`config.mk`:
```
export PLATFORM = sky130hd
export DESIGN_NAME = ssra_ctrl
export DESIGN_NICKNAME = d
export VERILOG_FILES = /design/src/rtl/swap_slot_refcount_allocator_unit_macros.svh /design/src/rtl/ssra_pkg.sv /design/src/rtl/ssra_ctrl.sv
export SDC_FILE = /design/constraint.sdc
export NUM_CORES = 1
export LEC_CHECK = 0
export BUFFER_PORTS_ARGS = -buffer_cell sky130_fd_sc_hd__buf_4
export CAP_MARGIN = 10
export CORE_AREA = 3 3 40 42
export DETAILED_ROUTE_END_ITERATION = 8
export DIE_AREA = 0 0 43 45
export GPL_ROUTABILITY_DRIVEN = 0
export GPL_TIMING_DRIVEN = 0
export PLACE_DENSITY = 0.58
export SYNTH_ARGS = -nofsm -noshare
export SYNTH_HDL_FRONTEND = slang
export SYNTH_SLANG_ARGS = --single-unit
```
`constraint.sdc`:
```
create_clock -name clk -period 1.51 [get_ports clk]
set_input_delay 0.151 -clock clk [delete_from_list [all_inputs] [get_ports clk]]
set_output_delay 0.151 -clock clk [all_outputs]
set_load 0.005 [all_outputs]
```
`src/rtl/swap_slot_refcount_allocator_unit_macros.svh`:
```
`ifndef SWAP_SLOT_REFCOUNT_ALLOCATOR_UNIT_MACROS_SVH
`define SWAP_SLOT_REFCOUNT_ALLOCATOR_UNIT_MACROS_SVH

// same-cycle implication, clocked on clk, off during reset
`define SSRA_ASSERT_NOW(lbl, ante, cons) \
  lbl: assert property (@(posedge clk) disable iff (!rst_n) (ante) |-> (cons)) \
    else $error("ssra check failed");

// next-cycle implication
`define SSRA_ASSERT_NEXT(lbl, ante, cons) \
  lbl: assert property (@(posedge clk) disable iff (!rst_n) (ante) |=> (cons)) \
    else $error("ssra check failed");

`endif

```
`src/rtl/ssra_pkg.sv`:
```
package ssra_pkg;

  localparam int SLOT_COUNT    = 16384;
  localparam int SLOT_W        = $clog2(SLOT_COUNT);
  localparam int BIT_W         = 5;
  localparam int WORD_BITS     = 1 << BIT_W;
  localparam int WORD_COUNT    = SLOT_COUNT / WORD_BITS;
  localparam int WORD_W        = SLOT_W - BIT_W;
  localparam int GROUP_COUNT   = WORD_COUNT / WORD_BITS;
  localparam int GROUP_W       = WORD_W - BIT_W;
  localparam int COUNT_W       = 16;
  localparam int FREE_W        = SLOT_W + 1;
  localparam int HANDLE_SHIFT  = 12;
  localparam int IDX_W         = 31 - HANDLE_SHIFT;
  localparam int HANDLE_W      = SLOT_W + HANDLE_SHIFT;

  localparam logic [COUNT_W-1:0] COUNT_MAX = '1;

  typedef enum logic [1:0] {
    OP_ALLOC = 2'd0,
    OP_DUP   = 2'd1,
    OP_FREE  = 2'd2,
    OP_NOP   = 2'd3
  } op_t;

  typedef enum logic [2:0] {
    ST_OK        = 3'd0,
    ST_NOSPACE   = 3'd1,
    ST_RANGE     = 3'd2,
    ST_UNUSED    = 3'd3,
    ST_SATURATED = 3'd4
  } status_t;

  typedef struct packed {
    op_t         op;
    logic [31:0] slot_handle;
  } in_item_t;

  typedef struct packed {
    logic [HANDLE_W-1:0] alloc_handle;
    status_t             status;
    logic [FREE_W-1:0]   free_slots;
  } out_item_t;

  typedef enum logic [2:0] {
    CS_CLEAR,
    CS_IDLE,
    CS_ALLOC_G,
    CS_ALLOC_W,
    CS_ALLOC_B,
    CS_REF_RD,
    CS_REF_UPD
  } ctl_state_t;

  typedef struct packed {
    logic clr;
    logic take;
    logic alloc_g;
    logic alloc_w;
    logic alloc_commit;
    logic ref_read;
    logic ref_commit;
    logic fin_nospace;
    logic fin_skip;
  } ctl_cmd_t;

  typedef struct packed {
    logic clr_done;
    logic in_alloc;
    logic all_full;
    logic ref_skip;
    logic out_free;
  } dp_sts_t;

  // lowest clear bit of a bitmap word
  function automatic logic [BIT_W-1:0] first_zero(input logic [WORD_BITS-1:0] v);
    logic [BIT_W-1:0] r;
    r = '0;
    for (int i = WORD_BITS - 1; i >= 0; i--) begin
      if (!v[i]) r = BIT_W'(i);
    end
    return r;
  endfunction

  function automatic logic [GROUP_W-1:0] first_zero_grp(input logic [GROUP_COUNT-1:0] v);
    logic [GROUP_W-1:0] r;
    r = '0;
    for (int i = GROUP_COUNT - 1; i >= 0; i--) begin
      if (!v[i]) r = GROUP_W'(i);
    end
    return r;
  endfunction

  // slot 0 is never handed out, so it counts as taken in word 0
  function automatic logic word_full(input logic [WORD_W-1:0] w,
                                     input logic [WORD_BITS-1:0] d);
    logic [WORD_BITS-1:0] m;
    m = '0;
    m[0] = (w == '0);
    return &(d | m);
  endfunction

endpackage

```
`src/rtl/ssra_ctrl.sv`:
```
module ssra_ctrl
  import ssra_pkg::*;
(
  input  logic     clk,
  input  logic     rst_n,
  input  logic     in_valid,
  output logic     in_ready,
  input  dp_sts_t  sts,
  output ctl_cmd_t cmd
);

  ctl_state_t state_r, state_nxt;

  always_ff @(posedge clk) begin
    if (!rst_n) begin
      state_r <= CS_CLEAR;
    end else begin
      state_r <= state_nxt;
    end
  end

  always_comb begin
    state_nxt = state_r;
    cmd       = '0;
    in_ready  = 1'b0;
    case (state_r)
      CS_CLEAR: begin
        cmd.clr = 1'b1;
        if (sts.clr_done) state_nxt = CS_IDLE;
      end
      CS_IDLE: begin
        in_ready = 1'b1;
        if (in_valid) begin
          cmd.take  = 1'b1;
          state_nxt = sts.in_alloc ? CS_ALLOC_G : CS_REF_RD;
        end
      end
      CS_ALLOC_G: begin
        if (sts.all_full) begin
          if (sts.out_free) begin
            cmd.fin_nospace = 1'b1;
            state_nxt       = CS_IDLE;
          end
        end else begin
          cmd.alloc_g = 1'b1;
          state_nxt   = CS_ALLOC_W;
        end
      end
      CS_ALLOC_W: begin
        cmd.alloc_w = 1'b1;
        state_nxt   = CS_ALLOC_B;
      end
      CS_ALLOC_B: begin
        if (sts.out_free) begin
          cmd.alloc_commit = 1'b1;
          state_nxt        = CS_IDLE;
        end
      end
      CS_REF_RD: begin
        if (sts.ref_skip) begin
          if (sts.out_free) begin
            cmd.fin_skip = 1'b1;
            state_nxt    = CS_IDLE;
          end
        end else begin
          cmd.ref_read = 1'b1;
          state_nxt    = CS_REF_UPD;
        end
      end
      CS_REF_UPD: begin
        if (sts.out_free) begin
          cmd.ref_commit = 1'b1;
          state_nxt      = CS_IDLE;
        end
      end
      default: state_nxt = CS_CLEAR;
    endcase
  end

endmodule

```
======== After elaboration in Yosys (flattened, before gate mapping) ========
Cells that the tools add are included.
Widths: inputs -> output; s select.
operators by class
  muxes and demuxes ....................... 23
  equality and inequality tests ........... 8
  reductions and logical operators ........ 3
operators by type and width
  operator            count
  $mux 3              6
  $pmux 3 s6          1
  $mux 1              16
  $eq 3x3->1 const B  3
  $eq 3x2->1 const B  2
  $ne 2x2->1 const B  2
  $eq 3x1->1 const B  1
  $logic_not 3->1     1
  $reduce_and 2->1    1
  $reduce_or 2->1     1
storage, ports and cells
  logic and storage cells ................. 35
  register bits ........................... 3
  output and inout bits ................... 10

======== Longest topological paths before layout ========
Gate-level depths: netlist of the first run.
  word-level depth ........................ 3
  gate-level depth with buffers ........... 5
  gate-level depth less buffers ........... 4

======== Worst setup path after synthesis of the first run ========
No wires, ideal clock.
  kind .................................... register to register
  start point ............................. reg state_r[0]
  end point ............................... reg state_r[0]
  stages on the path, launching flop included .. 4
  buffers on the path ..................... 0
  setup slack ............................. 202 ps
  period minus slack after synthesis ...... 1,308 ps
  required time ........................... 1,379 ps
  data arrival time ....................... 1,177 ps
  path through ............................ dfxtp_1 -> mux2_1 -> o311ai_2 -> o31ai_2
on the way
  longest elaborated chain between the ends .. 3
RTL lines
  element                                                   RTL line         text
  start, declared                                           ssra_ctrl.sv:12  ctl_state_t state_r, state_nxt;
  start signal, assigned                                    ssra_ctrl.sv:18  state_r <= state_nxt;
  $eq 3x3->1 (tied with other cells)                        ssra_ctrl.sv:26  case (state_r)
  $reduce_or 2->1 (no source line) (tied with other cells)  n/a
  $pmux 3 s6 / $reduce_and 2->1 (equally long branches)     n/a
Several ways; a longest one is shown, not always the timed one.
A chain may end at the register's enable or synchronous reset.

==> flow_summary.yaml, run 1 <==
global_route:
  busiest_layer: "met2"
  grt_pass1_vias: 348
  use_met3: 0.0359
  met1_usage: 0.137
  grt_max_degree: 11
  grt-ovfl-total: 0
  grt_util_met2: 0.144
  grtUsageTotal: 0.0998
  antenna_found_initial: 0
  grt_first_pass_wirelength_mm: 1.45
route:
  route.detailed.drc: 0
  dr_total_vias: 401
  ant_nets: 0
  drt_iter0_markers: 4
  wl_per_cell_um: 11.5
  routed_wl_um: 954
  drt_pass1_iterations: 3
  viasPerCell: 4.83
logic_synthesis:
  syn_area_um2: 325
  synthCells: 47
  synth_most_common_cell: "nor3_1"
  synth_area_per_cell_um2: 6.92
  yosys.area.top_type_share: 0.185
  ys_types: 25
  synth_common_cells: "5 x nor3_1, 4 x a21oi_1, 4 x nand2_1, 4 x nor2_1"
  synth_area_leader_cell: "dfxtp_1"
  yosysWarningCount: 0
  ys.flop_type: "dfxtp_1"
  synth_area_leaders: "dfxtp_1 18%, nor3_1 7.7%, a21oi_1 6.2%"
  yosysSeqAreaShare: 0.185
  ys_seq_elements: 3
  synth-edff-count: 0
  synth_nets: 55
  async_flop_share: 0
sta:
  finalWorstSetupSlack_ns: 0.0557
  period_needed_ns: 1.45
  clock_skew_ns: 0.00412
  relSlewSlack: 0.747
  max_freq_ghz: 0.688
  worst_slew_pin_slew_ns: 0.379
  hold_viol: 0
  finalSetupViolations: 0
  drv_slew: 0
  rsz0062_at_grt: "yes"
  finalCritPeriodShare: 0.963
  finalSetupTns_ns: 0
critical_path:
  path_max_fanout: 10
  crit_top_cell: "buf_4"
  cp_cell_sequence: "buf_4 > nand2_1 > nor3_1 > buf_4"
  crit_path_max_incr_delay_ns: 0.47
  path_class: "flip-flop to primary output"
  required_ns: 1.36
  cp_slowest_cell: "dfxtp_1"
  worst_setup_path_start_kind: "flip-flop"
  endpoint_kind: "primary output"
  critPathArrivalTime_ns: 1.30
clocking:
  path_clk_slew_ns: 0.04
  numClockSinks: 3
  cts_tree: "built"
  ctsResizeCount: 1
  cts-root-buf: "clkbuf_4"
  clock_latency_ns: 0.23
  clockBufferDepth: 2
  cts_buffers: 3
  post-cts-setup-buffer-count: 0
  ctsHoldBuffers: 0
  cts_max_level: 1
finish:
  drive_gt1_frac: 0.426
  largest_reg_flops: 3
  reg.largest.list: "state_r (3)"
  regMostFlops: "state_r"
  syn2layout_area_growth_pct: 58.8
  diodes: 0
  layout.nets: 77
run_status:
  status: "complete, no violations"
place:
  port_buffers: 17
  dpl_worst_slack_ns: 0.0730
  dp_hpwl_um: 714
die:
  die_width_um: 43
  dieArea_um2: 1940
  start_util: 0.253
  rows: 13
  io_pins: 18
  die_y_um: 45
  core_area_um2: 1280
run:
  drv_cap: 0
min_path:
  worst_hold_path_type: "input pin to flip-flop"
power_and_ir_drop:
  peakVddDrop_mv: 0.235
  power_density_nw_per_um2: 786
  p_leak_uw: 0.000217
stage by stage:
stage	hold slack [ns]	area [µm²]	util	cells	power, µW
3_5_place_dp	0.417	472	0.367	79	264
5_1_grt	0.194	517	0.402	83	433
3_3_place_gp	0.422	472	0.367	79	262
4_1_cts	0.178	499	0.389	83	407
6_report	0.181	517	0.402	83	406
2_1_floorplan	0.308	325	-	47	197
layout make-up:
type	count	area [µm²]
multi-input combinational	39	254
tap	15	18.8
buffer	3	22.5
clock buffer	4	26.3
fill	151	768
inverter	2	7.51
sequential	3	60.1
timing repair buffer	17	128
kinds of logic (layout without fill, tap and decap cells):
group	Yosys count	in the layout	share of synthesized area
AO/OA/AOI/OAI	11	11	0.242
buffers and inverters	5	26	0.0730
flip-flops	3	3	0.185
multiplexers	1	1	0.0346
AND/OR/NAND/NOR	27	27	0.465
cell usage in the layout (no fill, tap or decap):
cell type / instances
inv_1: 1
clkbuf_1: 1
nand3_1: 2
inv_2: 1
o21ai_1: 1
clkbuf_4: 4
o31ai_2: 1
nor3_1: 5
a21o_1: 1
nor2_1: 4
or3b_1: 1
mux2_1: 1
nand3b_1: 2
nor2b_1: 2
and2_1: 1
nand2_1: 4
buf_4: 19
nor4_2: 3
a22oi_1: 1
nand2b_1: 3
o311ai_2: 1
a21oi_1: 4
o21ai_0: 2
dfxtp_1: 3
routing by layer:
layer  vias up  share of wire  routed length, µm
met5         -              0                  0
met4         0              0                  0
met3         0          0.091                 87
met2        15           0.46                439
met1       171           0.45                428
li1        215              -                  -
worst max-delay path, delay by kind of cell (launching register included):
family                 cells  cell delay, ns
flip-flops                 1            0.47
AND/OR/NAND/NOR            2            0.23
buffers and inverters      2            0.38
final timing paths:
path                            startpoint         end  slack [ns]  cells past startpoint
worst max register to register  state_r[0]  state_r[0]        0.08                      3
worst min-delay path                 rst_n  state_r[0]        0.18                      3
worst max-delay path            state_r[0]      cmd[0]        0.06                      4
worst min register to register  state_r[2]  state_r[1]        0.71                      4
report_power, final:
group / internal [µW] / total, µW / switching [µW]
combinational: 81.9 / 166 / 83.7
clock: 98.8 / 137 / 38.6
sequential: 88.0 / 103 / 15.1
total: 269 / 406 / 137
Power figures use the tool's default switching activity.
==> run 2: changes to the inputs <==
Settings changed: CELL_PAD_IN_SITES_DETAIL_PLACEMENT set to 0, CELL_PAD_IN_SITES_GLOBAL_PLACEMENT set to 1, PLACE_DENSITY 0.58 to 0.77, RECOVER_POWER set to 50.
==> flow_summary.yaml, run 2 (same netlist as run 1, synthesis figures left out) <==
critical_path:
  cp_cell_sequence: "buf_4 > inv_2 > nor4_1 > buf_4"
  path_class: "flip-flop to primary output"
  cp_slowest_cell: "dfxtp_1"
  path_max_fanout: 10
  crit_top_cell: "buf_4"
  required_ns: 1.36
  ff2ff_setup_slack_ns: 0.16
  endpoint_kind: "primary output"
  critPathArrivalTime_ns: 1.26
  crit_path_max_incr_delay_ns: 0.38
  worst_setup_path_start_kind: "flip-flop"
die:
  rows: 13
  die_y_um: 45
  core_area_um2: 1280
  dieArea_um2: 1940
  io_pins: 18
  die_width_um: 43
  start_util: 0.253
clocking:
  cts_tree: "built"
  clockBufferDepth: 2
  numClockSinks: 3
  cts_buffers: 3
  cts-root-buf: "clkbuf_4"
  cts_max_level: 1
  path_clk_slew_ns: 0.04
  clock_latency_ns: 0.23
  post-cts-setup-buffer-count: 0
sta:
  period_needed_ns: 1.41
  finalWorstSetupSlack_ns: 0.0967
  clock_skew_ns: 0.00463
  holdWs_ns: 0.199
  worst_slew_pin_slew_ns: 0.364
  finalCritPeriodShare: 0.936
  finalSetupViolations: 0
  hold_viol: 0
  max_freq_ghz: 0.708
  relSlewSlack: 0.757
  finalSetupTns_ns: 0
  drv_slew: 0
run_status:
  status: "complete, no violations"
global_route:
  antenna_found_initial: 0
  use_met3: 0.0558
  grt_util_met2: 0.174
  busiest_layer: "met2"
  grt_pass1_vias: 373
  met1_usage: 0.145
  grtUsageTotal: 0.115
  grt-ovfl-total: 0
  grt_first_pass_wirelength_mm: 1.65
  grt_max_degree: 11
finish:
  layout_common_cells: "17 x buf_4, 6 x clkbuf_4, 5 x nor3_1"
  drive_gt1_frac: 0.412
  largest_reg_flops: 3
  syn2layout_area_growth_pct: 55.4
  diodes: 0
  layout_commonest_cell: "buf_4"
  final_util: 0.393
  final_area_um2: 505
  reg.largest.list: "state_r (3)"
  regMostFlops: "state_r"
  layout.nets: 77
route:
  route.detailed.drc: 0
  ant_nets: 0
  drt_iter0_markers: 9
  dr_total_vias: 408
  routed_wl_um: 951
  drt_pass1_iterations: 4
  viasPerCell: 4.92
  wl_per_cell_um: 11.5
place:
  dp_hpwl_um: 710
  dpl_worst_slack_ns: 0.0664
  placed_area_um2: 472
  port_buffers: 17
power_and_ir_drop:
  p_leak_uw: 0.000215
  peakVddDrop_mv: 0.445
  power_density_nw_per_um2: 798
min_path:
  worst_hold_path_type: "input pin to flip-flop"
run:
  drv_cap: 0
-- run 2: final cells by class --
type,count,area (µm²)
Buffer,3,22.5
Clock buffer,4,26.3
Fill cell,146,779
Inverter,2,7.51
Multi-Input combinational cell,39,241
Sequential cell,3,61.3
Tap cell,15,18.8
Timing Repair Buffer,17,128
-- run 2: power breakdown --
part	internal [µW]	switching, µW
clock	99.1	42.5
sequential	89.2	15.1
combinational	80.6	76.6
total	269	134
-- run 2: critical path: cells and delay by family, from the launching register on --
family,cells,cell delay (ns)
flops,1,0.38
buf+inv,3,0.42
simple gates,1,0.22
-- run 2: path summary, 6_finish.rpt --
check,from,to,cells after the start
max,state_r[1],cmd[6],4
min,rst_n,state_r[0],3
max reg2reg,state_r[0],state_r[2],3
min reg2reg,state_r[0],state_r[2],2
-- run 2: through the flow --
stage | cells | power (µW)
4_1_cts | 83 | 408
5_1_grt | 83 | 447
6_report | 83 | 403
2_1_floorplan | 47 | 197
3_3_place_gp | 79 | 263
3_5_place_dp | 79 | 261
-- run 2: routing by layer --
layer	share of wire	vias to the layer above
li1	-	215
met1	0.46	178
met2	0.46	15
met3	0.074	0
met4	0	0
met5	0	-
-- run 2: timing repair --
item	in CTS	in global routing
hold buffers	0	0
pin swaps	0	0
gates resized for setup	1	5
setup endpoints to repair	3	8
